--- config.mk ---
export PLATFORM = sky130hd
export DESIGN_NAME = bta_ctl
export DESIGN_NICKNAME = d
export VERILOG_FILES = /design/src/hdl/boundary_tag_allocator_core_defines.svh /design/src/hdl/bta_pkg.sv /design/src/hdl/bta_ctl.sv
export SDC_FILE = /design/constraint.sdc
export NUM_CORES = 1
export LEC_CHECK = 0
export BUFFER_PORTS_ARGS = -buffer_cell sky130_fd_sc_hd__buf_2
export CORE_MARGIN = 2
export CORE_UTILIZATION = 56
export CTS_CLUSTER_DIAMETER = 80
export DETAILED_ROUTE_END_ITERATION = 7
export PLACE_DENSITY = 0.95
export SLEW_MARGIN = 0
export SYNTH_ARGS = -nofsm -noshare
export SYNTH_HDL_FRONTEND = slang
export SYNTH_SLANG_ARGS = --single-unit
--- constraint.sdc ---
create_clock -name i_clk -period 3.45 [get_ports i_clk]
set_input_delay 0.5175 -clock i_clk [delete_from_list [all_inputs] [get_ports i_clk]]
set_output_delay 0.5175 -clock i_clk [all_outputs]
set_load 0.02 [all_outputs]
--- src/hdl/boundary_tag_allocator_core_defines.svh ---
// assertion macros for the boundary tag allocator
// used by the top level, expects i_clk and i_rst_n in scope
`ifndef BOUNDARY_TAG_ALLOCATOR_CORE_DEFINES_SVH
`define BOUNDARY_TAG_ALLOCATOR_CORE_DEFINES_SVH

// same-cycle implication
`define BTA_ASSERT_IMP(lbl, ante, cons) \
    lbl: assert property (@(posedge i_clk) disable iff (!i_rst_n) (ante) |-> (cons)) \
        else $error("bta: same-cycle check failed");

// next-cycle implication
`define BTA_ASSERT_NXT(lbl, ante, cons) \
    lbl: assert property (@(posedge i_clk) disable iff (!i_rst_n) (ante) |=> (cons)) \
        else $error("bta: next-cycle check failed");

`endif

--- src/hdl/bta_pkg.sv ---
// shared types, op codes and helpers of the boundary tag allocator
// no dependencies
`timescale 1ns / 1ps

package bta_pkg;

    localparam int TYPE_W = 2;
    localparam int REQ_W  = 14;
    localparam int ADDR_W = 12;
    localparam int NEED_W = REQ_W - 1;

    localparam logic [TYPE_W-1:0] REQ_ALLOC  = 2'd0;
    localparam logic [TYPE_W-1:0] REQ_FREE   = 2'd1;
    localparam logic [TYPE_W-1:0] REQ_RESIZE = 2'd2;
    localparam logic [TYPE_W-1:0] REQ_UNUSED = 2'd3;

    localparam int OP_W = 5;
    localparam logic [OP_W-1:0] OP_INIT0     = 5'd0;
    localparam logic [OP_W-1:0] OP_INIT1     = 5'd1;
    localparam logic [OP_W-1:0] OP_IDLE      = 5'd2;
    localparam logic [OP_W-1:0] OP_AW_RD     = 5'd3;
    localparam logic [OP_W-1:0] OP_AW_CHK    = 5'd4;
    localparam logic [OP_W-1:0] OP_W0        = 5'd5;
    localparam logic [OP_W-1:0] OP_W1        = 5'd6;
    localparam logic [OP_W-1:0] OP_W2        = 5'd7;
    localparam logic [OP_W-1:0] OP_W3        = 5'd8;
    localparam logic [OP_W-1:0] OP_FR_RD0    = 5'd9;
    localparam logic [OP_W-1:0] OP_FR_C0     = 5'd10;
    localparam logic [OP_W-1:0] OP_FR_RD1    = 5'd11;
    localparam logic [OP_W-1:0] OP_FR_C1     = 5'd12;
    localparam logic [OP_W-1:0] OP_FR_RD2    = 5'd13;
    localparam logic [OP_W-1:0] OP_FR_C2     = 5'd14;
    localparam logic [OP_W-1:0] OP_FR_W0     = 5'd15;
    localparam logic [OP_W-1:0] OP_FR_W1     = 5'd16;
    localparam logic [OP_W-1:0] OP_VW_RD     = 5'd17;
    localparam logic [OP_W-1:0] OP_VW_C      = 5'd18;
    localparam logic [OP_W-1:0] OP_VW_END    = 5'd19;
    localparam logic [OP_W-1:0] OP_VW_H      = 5'd20;
    localparam logic [OP_W-1:0] OP_GR_RD     = 5'd21;
    localparam logic [OP_W-1:0] OP_GR_C      = 5'd22;
    localparam logic [OP_W-1:0] OP_DONE_OK   = 5'd23;
    localparam logic [OP_W-1:0] OP_DONE_FAIL = 5'd24;
    localparam logic [OP_W-1:0] OP_DONE_FREE = 5'd25;

    typedef struct packed {
        logic [OP_W-1:0] op;
        logic            load;
        logic            split;
    } t_cmd;

    typedef struct packed {
        logic [TYPE_W-1:0] in_type;
        logic              in_addr_nz;
        logic              cur_lt_n;
        logic              cur_lt_h;
        logic              fit;
        logic              rd_zero;
        logic              rd_free;
        logic              frnx_lt_n;
        logic              fp_nz;
        logic              vw_match;
        logic              need_lt;
        logic              need_eq;
        logic              grnx_lt_n;
        logic              grow_ok;
        logic              out_free;
    } t_stat;

    // block size in words: payload plus header and footer, rounded to 8 bytes
    function automatic logic [NEED_W-1:0] need_words(input logic [REQ_W-1:0] req);
        logic [REQ_W:0] sum;
        sum = {1'b0, req} + (REQ_W+1)'(15);
        return {sum[REQ_W:3], 1'b0};
    endfunction

endpackage

--- src/hdl/bta_ctl.sv ---
// sequencer of the boundary tag allocator: walks, splits and merges
// depends on bta_pkg
`timescale 1ns / 1ps

module bta_ctl import bta_pkg::*; (
    input  logic  i_clk,
    input  logic  i_rst_n,
    input  logic  i_in_valid,
    output logic  o_in_ready,
    input  t_stat i_stat,
    output t_cmd  o_cmd
);

    localparam logic [1:0] POST_NONE  = 2'd0;
    localparam logic [1:0] POST_MOVE  = 2'd1;
    localparam logic [1:0] POST_SPLIT = 2'd2;
    localparam logic [1:0] POST_FREE  = 2'd3;

    logic [OP_W-1:0] r_state, n_state;
    logic [1:0]      r_post, n_post;
    logic            load;

    assign o_in_ready  = (r_state == OP_IDLE);
    assign load        = o_in_ready && i_in_valid;
    assign o_cmd.op    = r_state;
    assign o_cmd.load  = load;
    assign o_cmd.split = (r_post == POST_SPLIT);

    always_comb begin
        n_state = r_state;
        n_post  = r_post;
        unique case (r_state)
            OP_INIT0: n_state = OP_INIT1;
            OP_INIT1: n_state = OP_IDLE;
            OP_IDLE: begin
                if (load) begin
                    if (i_stat.in_type == REQ_ALLOC) begin
                        n_post  = POST_NONE;
                        n_state = OP_AW_RD;
                    end else if ((i_stat.in_type == REQ_FREE ||
                                  i_stat.in_type == REQ_RESIZE) && i_stat.in_addr_nz) begin
                        n_post  = (i_stat.in_type == REQ_FREE) ? POST_FREE : POST_NONE;
                        n_state = OP_VW_RD;
                    end else begin
                        n_state = OP_DONE_FAIL;
                    end
                end
            end
            OP_AW_RD:  n_state = i_stat.cur_lt_n ? OP_AW_CHK : OP_DONE_FAIL;
            OP_AW_CHK: begin
                priority if (i_stat.fit)  n_state = OP_W0;
                else if (i_stat.rd_zero)  n_state = OP_DONE_FAIL;
                else                      n_state = OP_AW_RD;
            end
            OP_W0: n_state = OP_W1;
            OP_W1: n_state = OP_W2;
            OP_W2: n_state = OP_W3;
            OP_W3: n_state = (r_post == POST_NONE) ? OP_DONE_OK : OP_FR_RD0;
            OP_FR_RD0: n_state = OP_FR_C0;
            OP_FR_C0:  n_state = OP_FR_RD1;
            OP_FR_RD1: n_state = i_stat.frnx_lt_n ? OP_FR_C1 : OP_FR_RD2;
            OP_FR_C1:  n_state = OP_FR_RD2;
            OP_FR_RD2: n_state = i_stat.fp_nz ? OP_FR_C2 : OP_FR_W0;
            OP_FR_C2:  n_state = OP_FR_W0;
            OP_FR_W0:  n_state = OP_FR_W1;
            OP_FR_W1:  n_state = (r_post == POST_FREE) ? OP_DONE_FREE : OP_DONE_OK;
            OP_VW_RD:  n_state = (i_stat.cur_lt_n && i_stat.cur_lt_h) ? OP_VW_C : OP_VW_END;
            OP_VW_C:   n_state = i_stat.rd_zero ? OP_DONE_FAIL : OP_VW_RD;
            OP_VW_END: n_state = i_stat.vw_match ? OP_VW_H : OP_DONE_FAIL;
            OP_VW_H: begin
                priority if (i_stat.rd_free)   n_state = OP_DONE_FAIL;
                else if (r_post == POST_FREE)  n_state = OP_FR_RD0;
                else if (i_stat.need_lt) begin
                    n_post  = POST_SPLIT;
                    n_state = OP_W0;
                end else if (i_stat.need_eq)   n_state = OP_DONE_OK;
                else                           n_state = OP_GR_RD;
            end
            OP_GR_RD: begin
                if (i_stat.grnx_lt_n) begin
                    n_state = OP_GR_C;
                end else begin
                    n_post  = POST_MOVE;
                    n_state = OP_AW_RD;
                end
            end
            OP_GR_C: begin
                if (i_stat.grow_ok) begin
                    n_state = OP_W0;
                end else begin
                    n_post  = POST_MOVE;
                    n_state = OP_AW_RD;
                end
            end
            OP_DONE_OK, OP_DONE_FAIL, OP_DONE_FREE: begin
                if (i_stat.out_free) n_state = OP_IDLE;
            end
            default: n_state = OP_IDLE;
        endcase
    end

    always_ff @(posedge i_clk) begin
        if (!i_rst_n) begin
            r_state <= OP_INIT0;
            r_post  <= POST_NONE;
        end else begin
            r_state <= n_state;
            r_post  <= n_post;
        end
    end

endmodule

==> reports/qor.json <==
{
  "yosys.cell_types.count": {"value": 58},
  "worst-path-stages": {"value": 4},
  "synth_cells": {"value": 147},
  "timing.final.max_slew_violations": {"value": 0},
  "synth_top_flop_cell": {"value": "sky130_fd_sc_hd__dfxtp_1"},
  "yosys_warnings": {"value": 0},
  "totalNegativeSetupSlack": {"value": 0, "unit": "ns"},
  "layout_min_cycle_time": {"value": 2.44, "unit": "ns"},
  "rsz0062_at_grt": {"value": "false"},
  "core-area": {"value": 1710, "unit": "µm²"},
  "antenna_cells": {"value": 0},
  "die_area": {"value": 2140, "unit": "µm²"},
  "ys_seq_area_share": {"value": 14.0, "unit": "%"},
  "clock_power_share": {"value": 9.1, "unit": "%"},
  "area_growth_syn_to_fin": {"value": 12.4, "unit": "%"},
  "worst_r2r_endpoint": {"value": "r_post[1]"},
  "max_stage_delay": {"value": 0.77, "unit": "ns"},
  "path_cells": {"value": "or3b_4, nor2_1, and2_1, buf_2"},
  "p_seq_share": {"value": 30.3, "unit": "%"},
  "globalRouteTotalUtil": {"value": 29.4, "unit": "%"},
  "fillers": {"value": 168},
  "cts_setup_buffers": {"value": 0},
  "place_inst": {"value": 185},
  "synthesis.nets": {"value": 168},
  "first_global_vias": {"value": 1069},
  "share_comb_of_total_power": {"value": 60.6, "unit": "%"},
  "pin_count": {"value": 27},
  "crit_path_top_delay_cell": {"value": "sky130_fd_sc_hd__dfxtp_1"},
  "ff2ff_path_depth": {"value": 5},
  "worst_ep_required_time": {"value": 2.93, "unit": "ns"},
  "net-switching-power": {"value": 0.000443, "unit": "W"},
  "synthesis.area": {"value": 1000, "unit": "µm²"},
  "setup.worst_path.class": {"value": "register to output pin"},
  "timing.critical_path.to": {"value": "o_cmd[1]"},
  "critical_path_buf_inv_count": {"value": 1},
  "routed-wl-met2": {"value": 1.40, "unit": "mm"},
  "run_status": {"value": "finished, final reports clean"},
  "worst-slew-pin-transition": {"value": 0.732, "unit": "ns"},
  "met3WireLength": {"value": 301, "unit": "µm"},
  "remaining_drc_errors": {"value": 0},
  "setup.worst_path.start_class": {"value": "register"},
  "overflow": {"value": 0},
  "register_area": {"value": 140, "unit": "µm²"},
  "critical_path_capture_point_type": {"value": "output pin"},
  "core.rowCount": {"value": 15},
  "cp_max_fo": {"value": 23},
  "numCtsBuffers": {"value": 3},
  "vias": {"value": 1202},
  "hold_violations": {"value": 0},
  "drv_cap": {"value": 0},
  "synthesis.area_per_instance": {"value": 6.82, "unit": "µm²"},
  "wl_met1": {"value": 1.25, "unit": "mm"},
  "grt_start_max_net_pins": {"value": 24},
  "whs_path_depth": {"value": 2},
  "cellLeakagePower": {"value": 0.431, "unit": "nW"},
  "rrSetupSlack": {"value": 1.33, "unit": "ns"},
  "hold-worst-slack": {"value": 0.545, "unit": "ns"},
  "clock_skew": {"value": 0.000325, "unit": "ns"},
  "asyncSetResetFlopFracSynth": {"value": 0, "unit": "%"},
  "global_route_wire_length_before_repair": {"value": 4.64, "unit": "mm"},
  "detail_route.vias_per_cell": {"value": 6.36},
  "die_w": {"value": 46.3, "unit": "µm"},
  "cp_top_family": {"value": "flip-flops"},
  "design.final.nets": {"value": 186},
  "internal_power": {"value": 0.000357, "unit": "W"},
  "crit_start": {"value": "r_state[1]"},
  "most_frequent_standard_cell_in_the_layout_excluding_fill_and_tap_cells": {"value": "sky130_fd_sc_hd__buf_2"},
  "area_of_the_multi_input_gates": {"value": 772, "unit": "µm²"},
  "synth-edff-count": {"value": 0},
  "cts_root_buffer": {"value": "sky130_fd_sc_hd__clkbuf_4"},
  "vdd_drop_max": {"value": 0.672, "unit": "mV"},
  "seq_cells_post_synth": {"value": 7},
  "max_clock_freq": {"value": 410, "unit": "MHz"},
  "route.antenna.remaining_nets": {"value": 0},
  "ctsResizeCount": {"value": 0},
  "detailedPlacementHpwl": {"value": 2.19, "unit": "mm"},
  "r2r_start": {"value": "r_state[1]"},
  "cts-hold-fix-buffers": {"value": 0},
  "drt_iter0_drc": {"value": 63},
  "postRouteWirelength": {"value": 2.97, "unit": "mm"},
  "netSwitchingFraction": {"value": 55.4, "unit": "%"},
  "slew_headroom": {"value": 51.1, "unit": "%"},
  "wire_per_inst": {"value": 15.7, "unit": "µm"},
  "clkTransAtPathRegs": {"value": 0.05, "unit": "ns"},
  "dr.max_layer_used": {"value": "met4"},
  "place_congestion": {"value": 0.972},
  "drive_above_1_share": {"value": 22.6, "unit": "%"},
  "clock_latency": {"value": 0.25, "unit": "ns"},
  "drt_pre_antenna_iters": {"value": 4},
  "finalCritPeriodShare": {"value": 70.8, "unit": "%"},
  "cellPowerDensity": {"value": 711, "unit": "nW/µm²"},
  "cts_tree": {"value": "done"},
  "crit_arrival": {"value": 1.92, "unit": "ns"},
  "timing.final.setup_violations": {"value": 0},
  "post_layout_nonfiller_instances": {"value": 189},
  "start_util": {"value": 58.7, "unit": "%"},
  "layout.cells.most_common_list": {"value": "sky130_fd_sc_hd__buf_2 (26), sky130_fd_sc_hd__a21oi_1 (18), sky130_fd_sc_hd__nand2_1 (12)"},
  "min-delay-path-class": {"value": "register to register"},
  "buffer_depth_of_the_longest_clock_path": {"value": 2},
  "placement.io_buffers": {"value": 26},
  "antenna_violations_before_repair": {"value": 0},
  "tritoncts_num_sinks": {"value": 7},
  "die-height": {"value": 46.3, "unit": "µm"},
  "ctsHtreeMaxLevel": {"value": 1}
}
==> synthesized netlist by cell type, types with 2 or more instances <==
cell type,instances,area [µm²]
sky130_fd_sc_hd__a21oi_1,18,90.1
sky130_fd_sc_hd__a311oi_1,2,17.5
sky130_fd_sc_hd__a31oi_1,2,12.5
sky130_fd_sc_hd__and2_1,2,12.5
sky130_fd_sc_hd__buf_1,2,7.51
sky130_fd_sc_hd__buf_2,8,40.0
sky130_fd_sc_hd__dfxtp_1,7,140
sky130_fd_sc_hd__ha_1,2,25.0
sky130_fd_sc_hd__inv_1,5,18.8
sky130_fd_sc_hd__inv_2,2,7.51
sky130_fd_sc_hd__nand2_1,12,45.0
sky130_fd_sc_hd__nand2b_1,6,37.5
sky130_fd_sc_hd__nand3_1,5,25.0
sky130_fd_sc_hd__nor2_1,8,30.0
sky130_fd_sc_hd__nor2b_1,3,18.8
sky130_fd_sc_hd__nor3_1,7,35.0
sky130_fd_sc_hd__nor4_1,3,18.8
sky130_fd_sc_hd__o211ai_1,3,22.5
sky130_fd_sc_hd__o21a_1,2,15.0
sky130_fd_sc_hd__o21ai_0,7,35.0
sky130_fd_sc_hd__o21ai_1,2,10.0
sky130_fd_sc_hd__o22ai_1,2,12.5
sky130_fd_sc_hd__or2_1,2,12.5
==> worst min path at each step <==
stage	end	slack [ns]	from
2_1_floorplan	r_post[0]	0.49	r_post[0]
3_3_place_gp	r_post[0]	0.53	r_post[0]
3_5_place_dp	r_post[0]	0.53	r_post[0]
4_1_cts	r_post[0]	0.54	r_post[0]
5_1_grt	r_state[3]	0.57	i_rst_n
6_report	r_post[0]	0.55	r_post[0]
==> worst reg2reg max path, stage by stage, from the launching register on <==
cell                       delay (ns)
sky130_fd_sc_hd__dfxtp_1         0.77
sky130_fd_sc_hd__or3b_4          0.50
sky130_fd_sc_hd__nor3_2          0.23
sky130_fd_sc_hd__o32a_2          0.23
sky130_fd_sc_hd__a21oi_1         0.07
sky130_fd_sc_hd__a311oi_1        0.23
==> final cells by class <==
class,count,share of cell area (%)
inverter,7,2.33
clock buffer,4,2.33
sequential,7,12.4
multi-input combinational,120,68.6
timing repair buffer,26,11.6
tap,25,2.78
==> registers in the layout, summed over array words and instances (netlist names) <==
signal	count
r_post	2
r_state	5
==> power by group through the flow <==
stage / clock (W) / sequential (W) / combinational (W)
finish: 0.0000732 / 0.000242 / 0.000485
global route: 0.0000827 / 0.000252 / 0.000529
CTS: 0.0000757 / 0.000236 / 0.000477
detailed placement: 0 / 0.000237 / 0.000475
global placement: 0 / 0.000233 / 0.000471
floorplan: 0 / 0.000153 / 0.000452
==> per-layer routing <==
metal | vias up | global-route usage [%]
met4 | 0 | 4.00
met2 | 82 | 50.6
met3 | 4 | 7.06
li1 | 583 | -
met1 | 533 | 37.7
met5 | - | 0
==> through the flow <==
stage	setup WS [ns]	cell area [µm²]	total power (W)	util, %
final	1.01	1130	0.000801	65.9
after floorplan	1.41	1000	0.000606	-
after CTS	1.03	1130	0.000788	65.9
after detailed placement	1.31	1100	0.000712	64.4
after global placement	1.35	1100	0.000705	64.4
after global routing	0.890	1130	0.000864	65.9
==> cell families after synthesis <==
| logic type | Yosys count | synth area share (%) |
|---|---|---|
| and+or+nand+nor | 61 | 35.3 |
| AOI/OAI and AO/OA | 54 | 36.2 |
| buffers and inverters | 20 | 8.99 |
| DFF | 7 | 14.0 |
| muxes | 2 | 2.12 |
| adders and majority gates | 2 | 2.50 |
| xor gates and xnor gates | 1 | 0.874 |
Note: power is estimated with default switching activity, not from simulation.
